===== src/rtl/core/rra_pkg.sv =====
// Shared types and constants for the rectangle range aggregate block.
// Holds the transfer structs, the command, kind, status and register codes.
// No dependencies.
package rra_pkg;

   localparam int COORD_W    = 6;
   localparam int VALUE_W    = 32;
   localparam int KIND_W     = 2;
   localparam int CNT_W      = 13;
   localparam int SUM_W      = 44;
   localparam int GRID_W     = 11;
   localparam int DIV_CNT_W  = 6;
   localparam int CSR_IDX_W  = 3;
   localparam int CSR_DATA_W = 6;

   localparam logic [CNT_W-1:0] MAX_COUNT = 13'd4096;

   localparam logic signed [VALUE_W-1:0] Q_MAX = 32'sh7FFF_FFFF;
   localparam logic signed [VALUE_W-1:0] Q_MIN = 32'sh8000_0000;

   localparam logic CMD_WRITE = 1'b0;
   localparam logic CMD_RUN   = 1'b1;

   localparam logic [KIND_W-1:0] KIND_EMPTY   = 2'd0;
   localparam logic [KIND_W-1:0] KIND_NUMERIC = 2'd1;

   localparam logic [1:0] STAT_OK       = 2'd0;
   localparam logic [1:0] STAT_INVERTED = 2'd1;
   localparam logic [1:0] STAT_NO_AVG   = 2'd2;

   localparam logic [CSR_IDX_W-1:0] CSR_OP_MODE    = 3'd0;
   localparam logic [CSR_IDX_W-1:0] CSR_TOP_ROW    = 3'd1;
   localparam logic [CSR_IDX_W-1:0] CSR_LEFT_COL   = 3'd2;
   localparam logic [CSR_IDX_W-1:0] CSR_BOTTOM_ROW = 3'd3;
   localparam logic [CSR_IDX_W-1:0] CSR_RIGHT_COL  = 3'd4;

   typedef enum logic [1:0] {
      OP_SUM = 2'd0,
      OP_AVG = 2'd1,
      OP_MIN = 2'd2,
      OP_MAX = 2'd3
   } op_type;

   typedef enum logic [2:0] {
      ST_CLEAR,
      ST_IDLE,
      ST_WALK,
      ST_DRAIN,
      ST_FINISH,
      ST_DIV,
      ST_DONE
   } state_type;

   typedef struct packed {
      logic                       command;
      logic [COORD_W-1:0]         cell_row;
      logic [COORD_W-1:0]         cell_col;
      logic [KIND_W-1:0]          cell_kind;
      logic signed [VALUE_W-1:0]  cell_value;
   } req_type;

   typedef struct packed {
      logic signed [VALUE_W-1:0]  result_value;
      logic [1:0]                 status;
      logic [CNT_W-1:0]           numeric_count;
   } rsp_type;

   typedef struct packed {
      logic [KIND_W-1:0]          kind;
      logic signed [VALUE_W-1:0]  value;
   } cell_type;

   function automatic logic signed [VALUE_W-1:0] q_sat(input logic signed [SUM_W-1:0] v);
      logic [SUM_W-VALUE_W:0] upper;
      logic signed [VALUE_W-1:0] r;
      upper = v[SUM_W-1:VALUE_W-1];
      if (upper == '0 || upper == '1) begin
         r = signed'(v[VALUE_W-1:0]);
      end else if (v[SUM_W-1]) begin
         r = Q_MIN;
      end else begin
         r = Q_MAX;
      end
      return r;
   endfunction

endpackage


===== src/rtl/core/rra_div.sv =====
// Restoring divider for the average: one quotient bit per cycle.
// Divides an unsigned sum magnitude by the numeric cell count.
// Depends on rra_pkg.
module rra_div (
   input  logic                      clock,
   input  logic                      reset,
   input  logic                      start,
   input  logic [rra_pkg::SUM_W-1:0] dividend,
   input  logic [rra_pkg::CNT_W-1:0] divisor,
   output logic                      done,
   output logic [rra_pkg::SUM_W-1:0] quotient
);
   import rra_pkg::*;

   logic                  busy_ff;
   logic                  done_ff;
   logic [DIV_CNT_W-1:0]  step_ff;
   logic [SUM_W-1:0]      quot_ff;
   logic [CNT_W-1:0]      rem_ff;
   logic [CNT_W:0]        shifted;
   logic [CNT_W:0]        diff;
   logic                  fits;
   logic [CNT_W-1:0]      rem_in;
   logic [SUM_W-1:0]      quot_in;

   always_comb begin
      shifted = {rem_ff, quot_ff[SUM_W-1]};
      diff    = shifted - {1'b0, divisor};
      fits    = (shifted >= {1'b0, divisor});
      rem_in  = fits ? diff[CNT_W-1:0] : shifted[CNT_W-1:0];
      quot_in = {quot_ff[SUM_W-2:0], fits};
   end

   always_ff @(posedge clock) begin
      if (reset) begin
         busy_ff <= 1'b0;
         done_ff <= 1'b0;
         step_ff <= '0;
      end else begin
         done_ff <= 1'b0;
         if (start) begin
            busy_ff <= 1'b1;
            step_ff <= DIV_CNT_W'(SUM_W - 1);
         end else if (busy_ff) begin
            step_ff <= step_ff - 1'b1;
            if (step_ff == '0) begin
               busy_ff <= 1'b0;
               done_ff <= 1'b1;
            end
         end
      end
   end

   always_ff @(posedge clock) begin
      if (start) begin
         quot_ff <= dividend;
         rem_ff  <= '0;
      end else if (busy_ff) begin
         quot_ff <= quot_in;
         rem_ff  <= rem_in;
      end
   end

   assign done     = done_ff;
   assign quotient = quot_ff;

endmodule


===== config.mk =====
export PLATFORM = sky130hd
export DESIGN_NAME = rra_div
export DESIGN_NICKNAME = d
export VERILOG_FILES = /design/src/rtl/core/rra_pkg.sv /design/src/rtl/core/rra_div.sv
export SDC_FILE = /design/constraint.sdc
export NUM_CORES = 1
export LEC_CHECK = 0
export ABC_CLOCK_PERIOD_IN_PS = 2400
export BUFFER_PORTS_ARGS = -buffer_cell sky130_fd_sc_hd__buf_2
export CAP_MARGIN = 20
export CORE_MARGIN = 8
export CORE_UTILIZATION = 47
export DETAILED_ROUTE_END_ITERATION = 10
export MAX_ROUTING_LAYER = met4
export PLACE_DENSITY_LB_ADDON = 0.3
export SLEW_MARGIN = 15
export SYNTH_ARGS = -nofsm -noshare
export SYNTH_HDL_FRONTEND = slang
export SYNTH_SLANG_ARGS = --single-unit
export TNS_END_PERCENT = 20

===== constraint.sdc =====
create_clock -name clock -period 2.4 [get_ports clock]
set_clock_uncertainty 0.2 [all_clocks]
set_input_delay 0.24 -clock clock [delete_from_list [all_inputs] [get_ports clock]]
set_output_delay 0.24 -clock clock [all_outputs]
set_load 0.01 [all_outputs]

Word-level counts from Yosys, hierarchy flattened
Cells that the tools add are included.

word-level totals
  bits in registers = 65
  word-level logic and storage cells = 23

cells by class
  $add $sub $neg = 2
  $lt $le $gt $ge = 1
  mux-type cells = 9
  bitwise gates (word level) = 1
  reductions and logical operators = 4

operators with widths
  cell                                              number
  two-way mux 44 bit                                2
  >= comparator 14 x 13 -> 1 bit                    1
  two-way mux 13 bit                                1
  subtractor 13 bit                                 1
  two-way mux 6 bit                                 2
  zero test 6 bit                                   1
  subtractor 6 x 1 -> 6 bit, second input constant  1
  two-way mux 1 bit                                 4
  OR reduction 3 bit                                1
  nonzero test 2 bit                                1
  OR reduction 2 bit                                1
  NOT 1 bit                                         1

Longest topological paths before layout
Gate-level depths: netlist of the first run.

  word-level depth = 4
  depth in mapped cells = 11

Worst setup path after synthesis of the first run
Ideal clock, no wire load.

  path kind = register -> register
  start point = register quot_ff[43] (netlist: quotient[43])
  end point = register rem_ff[0]
  setup time = 0.079 ns
  arrival = 2.305 ns
  path slack = -0.185 ns
  stages on the path, launching flop included = 11
  path buffers = 0
  cells stage by stage = edfxtp_1 -> inv_1 -> ha_1 -> fa_1 -> a21bo_1 -> a21oi_1 -> o21ai_1 -> a21oi_2 -> o21ai_4 -> mux2_4 -> a211oi_2

between the ends
  longest elaborated chain between the ends = 2
  elaborated cells between the ends (all ways) = 3

RTL lines
  element                                                              line                          RTL
  start, declared                                                      rra_div.sv:18                 logic [SUM_W-1:0] quot_ff;
  start signal, assigned                                               rra_div.sv:56                 quot_ff <= dividend;
  start signal, assigned                                               rra_div.sv:59                 quot_ff <= quot_in;
  subtractor 13 bit or >= comparator 14 x 13 -> 1 bit (tied branches)  rra_div.sv:28, rra_div.sv:29
  two-way mux 13 bit *                                                 rra_div.sv:30                 rem_in = fits ? diff[CNT_W-1:0] : shifted[CNT_W-1:0];
  end signal, assigned                                                 rra_div.sv:60                 rem_ff <= rem_in;
  end, declared                                                        rra_div.sv:19                 logic [CNT_W-1:0] rem_ff;

Mark *: on every way between the ends. The rest lies on a longest branch, timed or not.
A chain may end at the register's enable or synchronous reset.

Worst setup path in the final report of the first run
  start point = register quot_ff[43] (netlist: quotient[43])
  end point = register rem_ff[6]

The elaborated chain is that of the path after synthesis.

==> results of run 1 <==
[flip-flops by register name, indices dropped and copies added, names as in the netlist]
name      cells
quotient     44
rem_ff       13
step_ff       6
busy_ff       1
done          1
[cell families (layout without fill, tap and decap cells)]
kind of cell | count (synthesis) | count (layout)
multiplexers | 54 | 54
AND/OR/NAND/NOR | 63 | 63
flip-flops | 65 | 65
AO/OA/AOI/OAI | 50 | 50
XOR/XNOR | 15 | 15
buffers and inverters | 29 | 180
adder cells (fa/ha/maj) | 16 | 16
[power breakdown]
| part | internal, mW | switching, mW | leakage (nW) | total [mW] |
|---|---|---|---|---|
| clock network | 0.589 | 0.435 | 0.103 | 1.02 |
| registers | 1.32 | 0.0579 | 0.615 | 1.38 |
| logic | 0.318 | 0.293 | 1.29 | 0.611 |
| total | 2.23 | 0.786 | 2.01 | 3.01 |
[routing by layer]
layer	GRT usage	vias up	share of wire
li1	-	1353	-
met1	0.2013	1262	0.45
met4	0.06300	0	0.020
met3	0.05223	15	0.060
met5	-	-	0
met2	0.2505	79	0.47
[final cells by class]
cell class / instances / share of cell area
Timing Repair Buffer: 147 / 0.2000
Multi-Input combinational cell: 198 / 0.3431
Inverter: 17 / 0.01356
Tap cell: 99 / 0.02633
Clock buffer: 10 / 0.02713
Clock inverter: 6 / 0.01968
Sequential cell: 65 / 0.3702
[repair_timing]
item | in CTS | in global routing
buffers inserted | 3 | 3
setup endpoints to repair | 13 | 14
endpoints found under the hold margin | 31 | 1
resized for setup | 4 | 4
hold buffers | 25 | 1
pin swaps | 1 | 4
cloned | 0 | 0
[worst reg2reg max path: cells and delay by family, from the launching register on]
| kind | cells | cell delay [ns] |
|---|---|---|
| AO/OA/AOI/OAI | 6 | 0.81 |
| adder cells (fa/ha/maj) | 2 | 0.52 |
| flip-flops | 1 | 0.37 |
| buffers and inverters | 2 | 0.25 |
| multiplexers | 1 | 0.22 |
[stage by stage]
stage,cell area (um^2),setup slack [ns],TNS [ns],power (mW)
after floorplan,3450,-0.07523,-0.2652,1.742
after global placement,4145,-0.02552,-0.03038,1.942
after detailed placement,4145,-0.07970,-0.4020,1.951
after CTS,4657,-0.05918,-0.3118,3.022
after global routing,4705,-0.1990,-1.925,3.158
final,4705,-0.07836,-0.4450,3.011
[final timing paths]
| check | from | endpoint | slack (ns) | cells after the start |
|---|---|---|---|---|
| worst max-delay path | quotient[43]$_DFFE_PP_ | rem_ff[6]$_SDFFE_PP0P_ | -0.08 | 11 |
| worst max register to register | quotient[43]$_DFFE_PP_ | rem_ff[6]$_SDFFE_PP0P_ | -0.08 | 11 |
| worst min register to register | rem_ff[12]$_SDFFE_PP0P_ | rem_ff[12]$_SDFFE_PP0P_ | 0.26 | 2 |
| worst min-delay path | dividend[32] | quotient[32]$_DFFE_PP_ | 0.02 | 2 |
[synth_stat cells (3+ instances only)]
library cell and n:
nor2_1 26, nand2_1 15, o21ai_1 6, a21o_1 4, o21ai_0 3, xnor2_1 9
dfxtp_1 21, a21oi_1 13, nor2b_1 3, a211oi_1 5, ha_1 15, mux2_2 44
mux2i_1 9, xor2_1 6, clkbuf_1 8, inv_1 17, o31ai_1 3, edfxtp_1 44
nor3_1 5, buf_1 3, nand3_1 3
==> results.md, run 1 <==
* Crit path time final at 2.478 ns
* TritonCTS Buffers at 9
* Fin. max-slew vios at 0
* Total Wirelength at 8061 um
* CTS sink count at 65
* Die Span X at 101.6 um
* Detail Route Antenna Nets at 0
* Row cnt at 31
* Leakage at 2.008 nW
* Commonest cells after routing, fill and taps aside: 104 x buf_2, 44 x mux2_2, 44 x edfxtp_1
* Area leader, netlist: edfxtp_1
* Worst setup margin at -0.07836 ns
* Crit path max fanout at 8
* Most common cell on crit path: a21oi_2
* Failing checks: negative setup slack
* Critical Path Start Type: register
* Avg WL per Cell at 14.87 um
* FF/Latch Area at 1742 um^2
* First-pass GRT wire length at 13010 um
* Tcrit/Tclk final at 1.033
* Critical Path, Cell by Cell: inv_2 > ha_4 > fa_2 > a21bo_1 > a21oi_2 > o21ai_2 > a21oi_2 > o21ai_4 > buf_6 > mux2i_2 > a211oi_2
* GR Overflow Total at 0
* FF+latch count, synth at 65
* Worst slew pin tran at 0.5160 ns
* Synth async-reset ratio at 0
* Syn Nets at 368
* Core ar. at 7176 um^2
* I/O pin count at 105
* Clock buffer depth at 2
* Final setup fails at 13
* Final hold slack at 0.01614 ns
* Worst-path clk slew at 0.08 ns
* Initial Utilization at 0.4800
* Routed vias at 2709
* Min-delay worst type: primary input to register
* # diodes at 0
* Commonest non-fill, non-tap cell in the layout: buf_2
* Initial DRC count at 71
* Fill cells at 572
* Relative slew slack at 0.6560
* Cell variety after synth at 45
* Xor/xnor share of the synthesized area at 0.03814
* Routed vias/inst at 4.998
* CTS tree: done
* Area grow syn2layout at 36.58%
* Top FF cell, synth: edfxtp_1
* WP data arrival at 2.49 ns
* Dpl cells at 494
* Max incr delay on CP at 0.37 ns
* Critical setup path kind: register to register
* Port Buf Inserts at 104
* Worst EP required at 2.41 ns
* Synth Area in Compound Gates at 0.1010
* Critical path endpoint category: register
* Synth top area cells: edfxtp_1 38%, mux2_2 14%, dfxtp_1 12%
* DP Wirelength at 5461 um
* RSZ-0062 raised after global routing: true
* Mapped Area at 3445 um^2
* Fin cells at 542
* Die Height at 101.6 um
* Bufs and invs on worst path at 2
* Status: complete, but fails checks
* Power per cell area at 640.0 nW/um^2
* Ys Warns at 0
* Final Hold Fails at 0
* Number of global-route vias before repair at 2826
* # DRC at 0
* Synthesized area per cell at 11.80 um^2
* Simple-Gate Fraction of Synth Area at 0.08572
* Die area at 10320 um^2
* Drt first pass iters at 4
* CTS HTree Levels at 3
* Adder-cell share of the synthesized area at 0.06030
* Mux share of post-synthesis cell area at 0.1744
* Worst-Skew Late Latency at 0.33 ns
* EDFF count, synth at 44
* Max-cap viol count at 0
* Slowest CP cell: edfxtp_1
* Fmax at 403.5 MHz
* Cells after synthesis at 292
* Peak supply drop at 0.0004530 V
* Final Wtd Congestion at 0.9233
* Worst path top cell family by delay: compound AO/OA/AOI/OAI gates
* Main combinational cell family by area after synthesis: multiplexers
* Multi-input logic area at 1614 um^2
* # nets final at 514
* Global-route usage over all layers at 0.1656
* Finished Core Util at 0.6556
* CTS root buf: clkbuf_8
* Register area share after synthesis at 0.5056
* Yosys top cell area share at 0.3836
* Layout cells sized above 1 at 0.4424
* Largest net degree at the start of global routing at 46
* Number of antenna violations at the first check in global routing at 0
Power figures use the tool's default switching activity.
==> run 2, diff against run 1 <==
Settings changed: CTS_BUF_LIST set to sky130_fd_sc_hd__clkbuf_4 sky130_fd_sc_hd__clkbuf_8 sky130_fd_sc_hd__clkbuf_16.
==> results.md, run 2 (synthesized netlist as in run 1, its figures left out) <==
* CTS HTree Levels at 3 (unchanged)
* Critical Path, Cell by Cell: inv_2 > ha_4 > fa_2 > a21bo_1 > a21oi_2 > o21ai_2 > a21oi_2 > o21ai_4 > buf_6 > mux2i_2 > a211oi_2 (unchanged)
* Worst setup margin at -0.07835 ns (was -0.07836 ns)
* Failing checks: negative setup slack (unchanged)
* Die Height at 101.6 um (unchanged)
* Critical path endpoint category: register (unchanged)
* Fill cells at 573 (was 572)
* Drt first pass iters at 4 (unchanged)
* Setup slack after placement at -0.07970 ns (unchanged)
* Setup tns final at -0.4450 ns (about the same)
* Commonest cells after routing, fill and taps aside: 104 x buf_2, 44 x mux2_2, 44 x edfxtp_1 (unchanged)
* Most common cell on crit path: a21oi_2 (unchanged)
* I/O pin count at 105 (unchanged)
* Instance area at placement at 4145 um^2 (unchanged)
* Crit path max fanout at 8 (unchanged)
* Row cnt at 31 (unchanged)
* Share of power burned in registers at 0.455 (was 0.457)
* Global-route usage over all layers at 0.1656 (unchanged)
* Routed vias/inst at 4.996 (was 4.998)
* # DRC at 0 (unchanged)
* # diodes at 0 (unchanged)
* Fmax at 403.5 MHz (unchanged)
* Initial DRC count at 71 (unchanged)
* Die Span X at 101.6 um (unchanged)
* Leakage at 2.011 nW (was 2.008 nW)
* Clk pwr share at 0.342 (was 0.340)
* Final Hold Fails at 0 (unchanged)
* Critical setup path kind: register to register (unchanged)
* Area grow syn2layout at 36.69% (was 36.58%)
* Critical Path Start Type: register (unchanged)
* CTS tree: done (unchanged)
* Bufs and invs on worst path at 2 (unchanged)
* Worst-Skew Late Latency at 0.33 ns (about the same)
* Switch share at 0.2600 (was 0.2609)
* Total Wirelength at 8061 um (unchanged)
* Max-cap viol count at 0 (unchanged)
* Layout cells sized above 1 at 0.4447 (was 0.4424)
* Peak supply drop at 0.0004835 V (was 0.0004530 V)
* Port Buf Inserts at 104 (unchanged)
* Initial Utilization at 0.4800 (unchanged)
* Max incr delay on CP at 0.37 ns (about the same)
* Min-delay worst type: primary input to register (unchanged)
* Relative slew slack at 0.6560 (about the same)
* Tcrit/Tclk final at 1.033 (about the same)
* WP data arrival at 2.49 ns (about the same)
* # nets final at 514 (unchanged)
* Core ar. at 7176 um^2 (unchanged)
* CTS sink count at 65 (unchanged)
* Worst slew pin tran at 0.5161 ns (was 0.5160 ns)
* Die area at 10320 um^2 (unchanged)
* Avg WL per Cell at 14.87 um (unchanged)
* Worst path top cell family by delay: compound AO/OA/AOI/OAI gates (unchanged)
* Number of global-route vias before repair at 2826 (unchanged)
* Worst-path clk slew at 0.08 ns (about the same)
* Final Wtd Congestion at 0.9233 (unchanged)
* Net Sw Power at 0.7857 mW (was 0.7856 mW)
* Clock buffer depth at 2 (unchanged)
* Power per cell area at 641.9 nW/um^2 (was 640.0 nW/um^2)
* Reg-to-reg slack, setup at -0.08 ns (about the same)
* First-pass GRT wire length at 13010 um (unchanged)
* Commonest non-fill, non-tap cell in the layout: buf_2 (unchanged)
* Routed vias at 2708 (was 2709)
* Status: complete, but fails checks (unchanged)
* Largest net degree at the start of global routing at 46 (unchanged)
* Cell-internal power at 2.237 mW (was 2.225 mW)
* Detail Route Antenna Nets at 0 (unchanged)
* Finished Cell Area at 4708 um^2 (was 4705 um^2)
* Worst EP required at 2.41 ns (about the same)
* Final setup fails at 13 (unchanged)
* Fin. max-slew vios at 0 (unchanged)
* DP Wirelength at 5461 um (unchanged)
* Max reg flops at 44 (unchanged)
* Crit path time final at 2.478 ns (about the same)
* RSZ-0062 raised after global routing: true (unchanged)
* Slowest CP cell: edfxtp_1 (unchanged)
* GR Overflow Total at 0 (unchanged)
* CTS root buf: clkbuf_8 (unchanged)
* Combinational Power Share at 0.202 (was 0.203)
* TritonCTS Buffers at 9 (unchanged)
* Number of antenna violations at the first check in global routing at 0 (unchanged)
## run 2: cell type report
cell class	count	area, um^2	area share
multi-input combinational	198	1614	0.3428
tap	99	123.9	0.02631
inverter	17	63.81	0.01355
sequential	65	1742	0.3699
timing repair buffer	147	940.9	0.1998
clock inverter	6	92.59	0.01967
clock buffer	10	131.4	0.02790
## run 2: worst paths after layout
path	startpoint	to	cells past startpoint
worst max-delay path	quotient[43]$_DFFE_PP_	rem_ff[6]$_SDFFE_PP0P_	11
worst min-delay path	dividend[32]	quotient[32]$_DFFE_PP_	2
worst max register to register	quotient[43]$_DFFE_PP_	rem_ff[6]$_SDFFE_PP0P_	11
worst min register to register	rem_ff[12]$_SDFFE_PP0P_	rem_ff[12]$_SDFFE_PP0P_	2
## run 2: per-stage QoR
| step | hold WS, ns | utilization | std cells | total power, mW |
|---|---|---|---|---|
| 6_report | 0.01614 | 0.6561 | 542 | 3.022 |
| 5_1_grt | 0.0003852 | 0.6561 | 542 | 3.170 |
| 4_1_cts | 0.0004225 | 0.6495 | 538 | 3.034 |
| 3_5_place_dp | 0.2551 | 0.5777 | 494 | 1.951 |
| 3_3_place_gp | 0.2423 | 0.5777 | 494 | 1.942 |
| 2_1_floorplan | 0.2286 | - | 292 | 1.742 |
## run 2: what timing repair did
action | in CTS | in global routing
setup endpoints to repair | 13 | 14
setup buffers | 3 | 3
gates resized for setup | 4 | 4
hold endpoints to repair | 31 | 1
cloned | 0 | 0
pin swaps | 1 | 4
hold buffers | 25 | 1
## run 2: power by group through the flow
stage	sequential, mW	combinational (mW)	clock (mW)
finish	1.38	0.611	1.03
global placement	1.39	0.547	0
global route	1.39	0.675	1.10
floorplan	1.43	0.309	0
detailed placement	1.40	0.554	0
CTS	1.38	0.597	1.06
## run 2: per-layer routing
layer / part of all wire / global-route usage
met5: 0 / -
met3: 0.060 / 0.05223
met1: 0.45 / 0.2013
met2: 0.47 / 0.2505
met4: 0.020 / 0.06300
==> run 3, diff against run 2 <==
Settings changed: SETUP_SLACK_MARGIN set to 0.4.
==> results.md, run 3 (synthesized netlist as in run 1, its figures left out) <==
* Combinational Power Share at 0.214 (was 0.202)
* Largest net degree at the start of global routing at 66 (was 46)
* Share of power burned in registers at 0.471 (was 0.455)
* Fin cells at 552 (was 542)
* WL met1 at 3974 um (was 3629 um)
* Core ar. at 7176 um^2 (unchanged)
* Number of antenna violations at the first check in global routing at 0 (unchanged)
* Final setup fails at 7 (was 13)
* Met2 WL post-DR at 4124 um (was 3784 um)
* Total Wirelength at 8737 um (was 8061 um)
* Reg-to-reg endpoint: rem_ff[0]$_SDFFE_PP0P_ (was rem_ff[6]$_SDFFE_PP0P_)
* Die Height at 101.6 um (unchanged)
* Critical Path Start Type: register (unchanged)
* Commonest non-fill, non-tap cell in the layout: buf_2 (unchanged)
* CTS HTree Levels at 3 (unchanged)
* Die Span X at 101.6 um (unchanged)
* Worst-Skew Late Latency at 0.34 ns (was 0.33 ns)
* # DRC at 0 (unchanged)
* Dpl cells at 496 (was 494)
* Final Hold Fails at 0 (unchanged)
* Peak supply drop at 0.0004793 V (was 0.0004835 V)
* Failing checks: negative setup slack (unchanged)
* DP Wirelength at 5647 um (was 5461 um)
* Critical setup path kind: register to register (unchanged)
* Number of global-route vias before repair at 2997 (was 2826)
* Row cnt at 31 (unchanged)
* Drt first pass iters at 4 (unchanged)
* CTS sink count at 65 (unchanged)
* Routed vias/inst at 4.976 (was 4.996)
* Multi-input logic area at 1622 um^2 (was 1614 um^2)
* WP data arrival at 2.51 ns (was 2.49 ns)
* Global-route usage over all layers at 0.1846 (was 0.1656)
* FF/Latch Area at 1742 um^2 (unchanged)
* Crit path max fanout at 8 (unchanged)
* Layout cells sized above 1 at 0.4349 (was 0.4447)
* First-pass GRT wire length at 14370 um (was 13010 um)
* Worst slew pin tran at 0.7447 ns (was 0.5161 ns)
* RSZ-0062 raised after global routing: true (unchanged)
* Final Wtd Congestion at 0.8997 (was 0.9233)
* GR Overflow Total at 0 (unchanged)
* Clock buffer depth at 2 (unchanged)
* I/O pin count at 105 (unchanged)
* Initial Utilization at 0.4800 (unchanged)
* Finished Core Util at 0.6654 (was 0.6561)
* Crit path time final at 2.451 ns (was 2.478 ns)
* Area grow syn2layout at 38.61% (was 36.69%)
* CTS tree: done (unchanged)
* Met3 Wirelength at 483 um (was 486 um)
* Power per cell area at 613.9 nW/um^2 (was 641.9 nW/um^2)
* Reg-to-reg slack, setup at -0.05 ns (was -0.08 ns)
* Fin. max-slew vios at 0 (unchanged)
* Top sig layer: met4 (unchanged)
* Worst setup margin at -0.05059 ns (was -0.07835 ns)
* Relative slew slack at 0.5036 (was 0.6560)
* Fmax at 408.1 MHz (was 403.5 MHz)
* Critical path endpoint category: register (unchanged)
* Fill cells at 563 (was 573)
* Critical hold path startpoint: dividend[8] (was dividend[32])
* Leakage at 2.034 nW (was 2.011 nW)
* Min-delay worst type: primary input to register (unchanged)
* Hold path cells at 2 (unchanged)
* Cell-internal power at 2.120 mW (was 2.237 mW)
* Avg WL per Cell at 15.83 um (was 14.87 um)
* Initial DRC count at 119 (was 71)
* Routed vias at 2747 (was 2708)
* Max reg flops at 44 (unchanged)
* Port Buf Inserts at 104 (unchanged)
* Clk pwr share at 0.315 (was 0.342)
* Max-cap viol count at 0 (unchanged)
* Detail Route Antenna Nets at 0 (unchanged)
* TritonCTS Buffers at 9 (unchanged)
* Total power at 2.931 mW (was 3.022 mW)
* Net Sw Power at 0.8114 mW (was 0.7857 mW)
* # diodes at 0 (unchanged)
* CTS root buf: clkbuf_8 (unchanged)
* Tcrit/Tclk final at 1.021 (was 1.033)
* Worst-path clk slew at 0.08 ns (about the same)
* Hold Path Sink: quotient[8]$_DFFE_PP_ (was quotient[32]$_DFFE_PP_)
* Die area at 10320 um^2 (unchanged)
* Reg2reg path depth at 10 (was 11)
* Commonest cells after routing, fill and taps aside: 104 x buf_2, 44 x mux2_2, 44 x edfxtp_1 (unchanged)
* Status: complete, but fails checks (unchanged)
* # nets final at 524 (was 514)
* Worst EP required at 2.46 ns (was 2.41 ns)
* Switch share at 0.2768 (was 0.2600)
* Reg2reg start: quotient[43]$_DFFE_PP_ (unchanged)
run 3: power groups by stage:
stage / Clock [mW] / Sequential, mW / Combinational (mW)
final: 0.923 / 1.38 / 0.629
after detailed placement: 0 / 1.40 / 0.561
after global routing: 0.984 / 1.39 / 0.694
after global placement: 0 / 1.39 / 0.551
after CTS: 0.934 / 1.38 / 0.617
after floorplan: 0 / 1.43 / 0.310
run 3: worst max path at each step:
| stage | startpoint | slack, ns | end | cells past startpoint |
|---|---|---|---|---|
| after floorplan | quotient[43]$_DFFE_PP_ | -0.07 | rem_ff[0]$_SDFFE_PP0P_ | 10 |
| after global placement | quotient[43]$_DFFE_PP_ | -0.08 | rem_ff[9]$_SDFFE_PP0P_ | 11 |
| after detailed placement | quotient[43]$_DFFE_PP_ | -0.14 | rem_ff[9]$_SDFFE_PP0P_ | 11 |
| after CTS | quotient[43]$_DFFE_PP_ | -0.09 | rem_ff[0]$_SDFFE_PP0P_ | 10 |
| after global routing | quotient[43]$_DFFE_PP_ | -0.22 | rem_ff[0]$_SDFFE_PP0P_ | 10 |
| final | quotient[43]$_DFFE_PP_ | -0.05 | rem_ff[0]$_SDFFE_PP0P_ | 10 |
run 3: metrics by stage:
stage,TNS [ns],setup WS [ns],instance area (um^2),hold WS [ns]
global placement,-0.4394,-0.08306,4153,0.2410
global route,-2.410,-0.2234,4775,-0.001262
detailed placement,-1.110,-0.1368,4153,0.2437
floorplan,-0.2453,-0.07449,3455,0.2286
CTS,-0.5720,-0.08674,4742,0.002619
finish,-0.2366,-0.05059,4775,0.006398
run 3: cell type report:
type / count / area share
sequential: 65 / 0.3648
multi-input combinational: 198 / 0.3396
timing repair buffer: 157 / 0.2146
clock buffer: 9 / 0.02594
tap: 99 / 0.02594
clock inverter: 7 / 0.01494
inverter: 17 / 0.01415
run 3: worst max-delay path, stage by stage, from the launching register on:
cell,delay (ns)
edfxtp_1,0.36
inv_2,0.06
ha_4,0.16
fa_2,0.33
a21bo_1,0.18
a21oi_1,0.06
o21ai_1,0.15
a21oi_2,0.09
o21ai_4,0.26
mux2_4,0.34
a211oi_2,0.20
run 3: per-layer routing:
metal | vias to the layer above | GRT usage
met5 | - | -
met4 | 0 | 0.06873
met3 | 18 | 0.05155
met2 | 93 | 0.2902
met1 | 1259 | 0.2201
li1 | 1377 | -
run 3: timing repair:
item | 4_1_cts | 5_1_grt
pin swaps | 1 | 1
endpoints found under the hold margin | 42 | 1
resized for setup | 3 | 4
setup endpoints to repair | 14 | 45
hold buffers | 35 | 1
buffers inserted | 4 | 0
cloned | 0 | 0
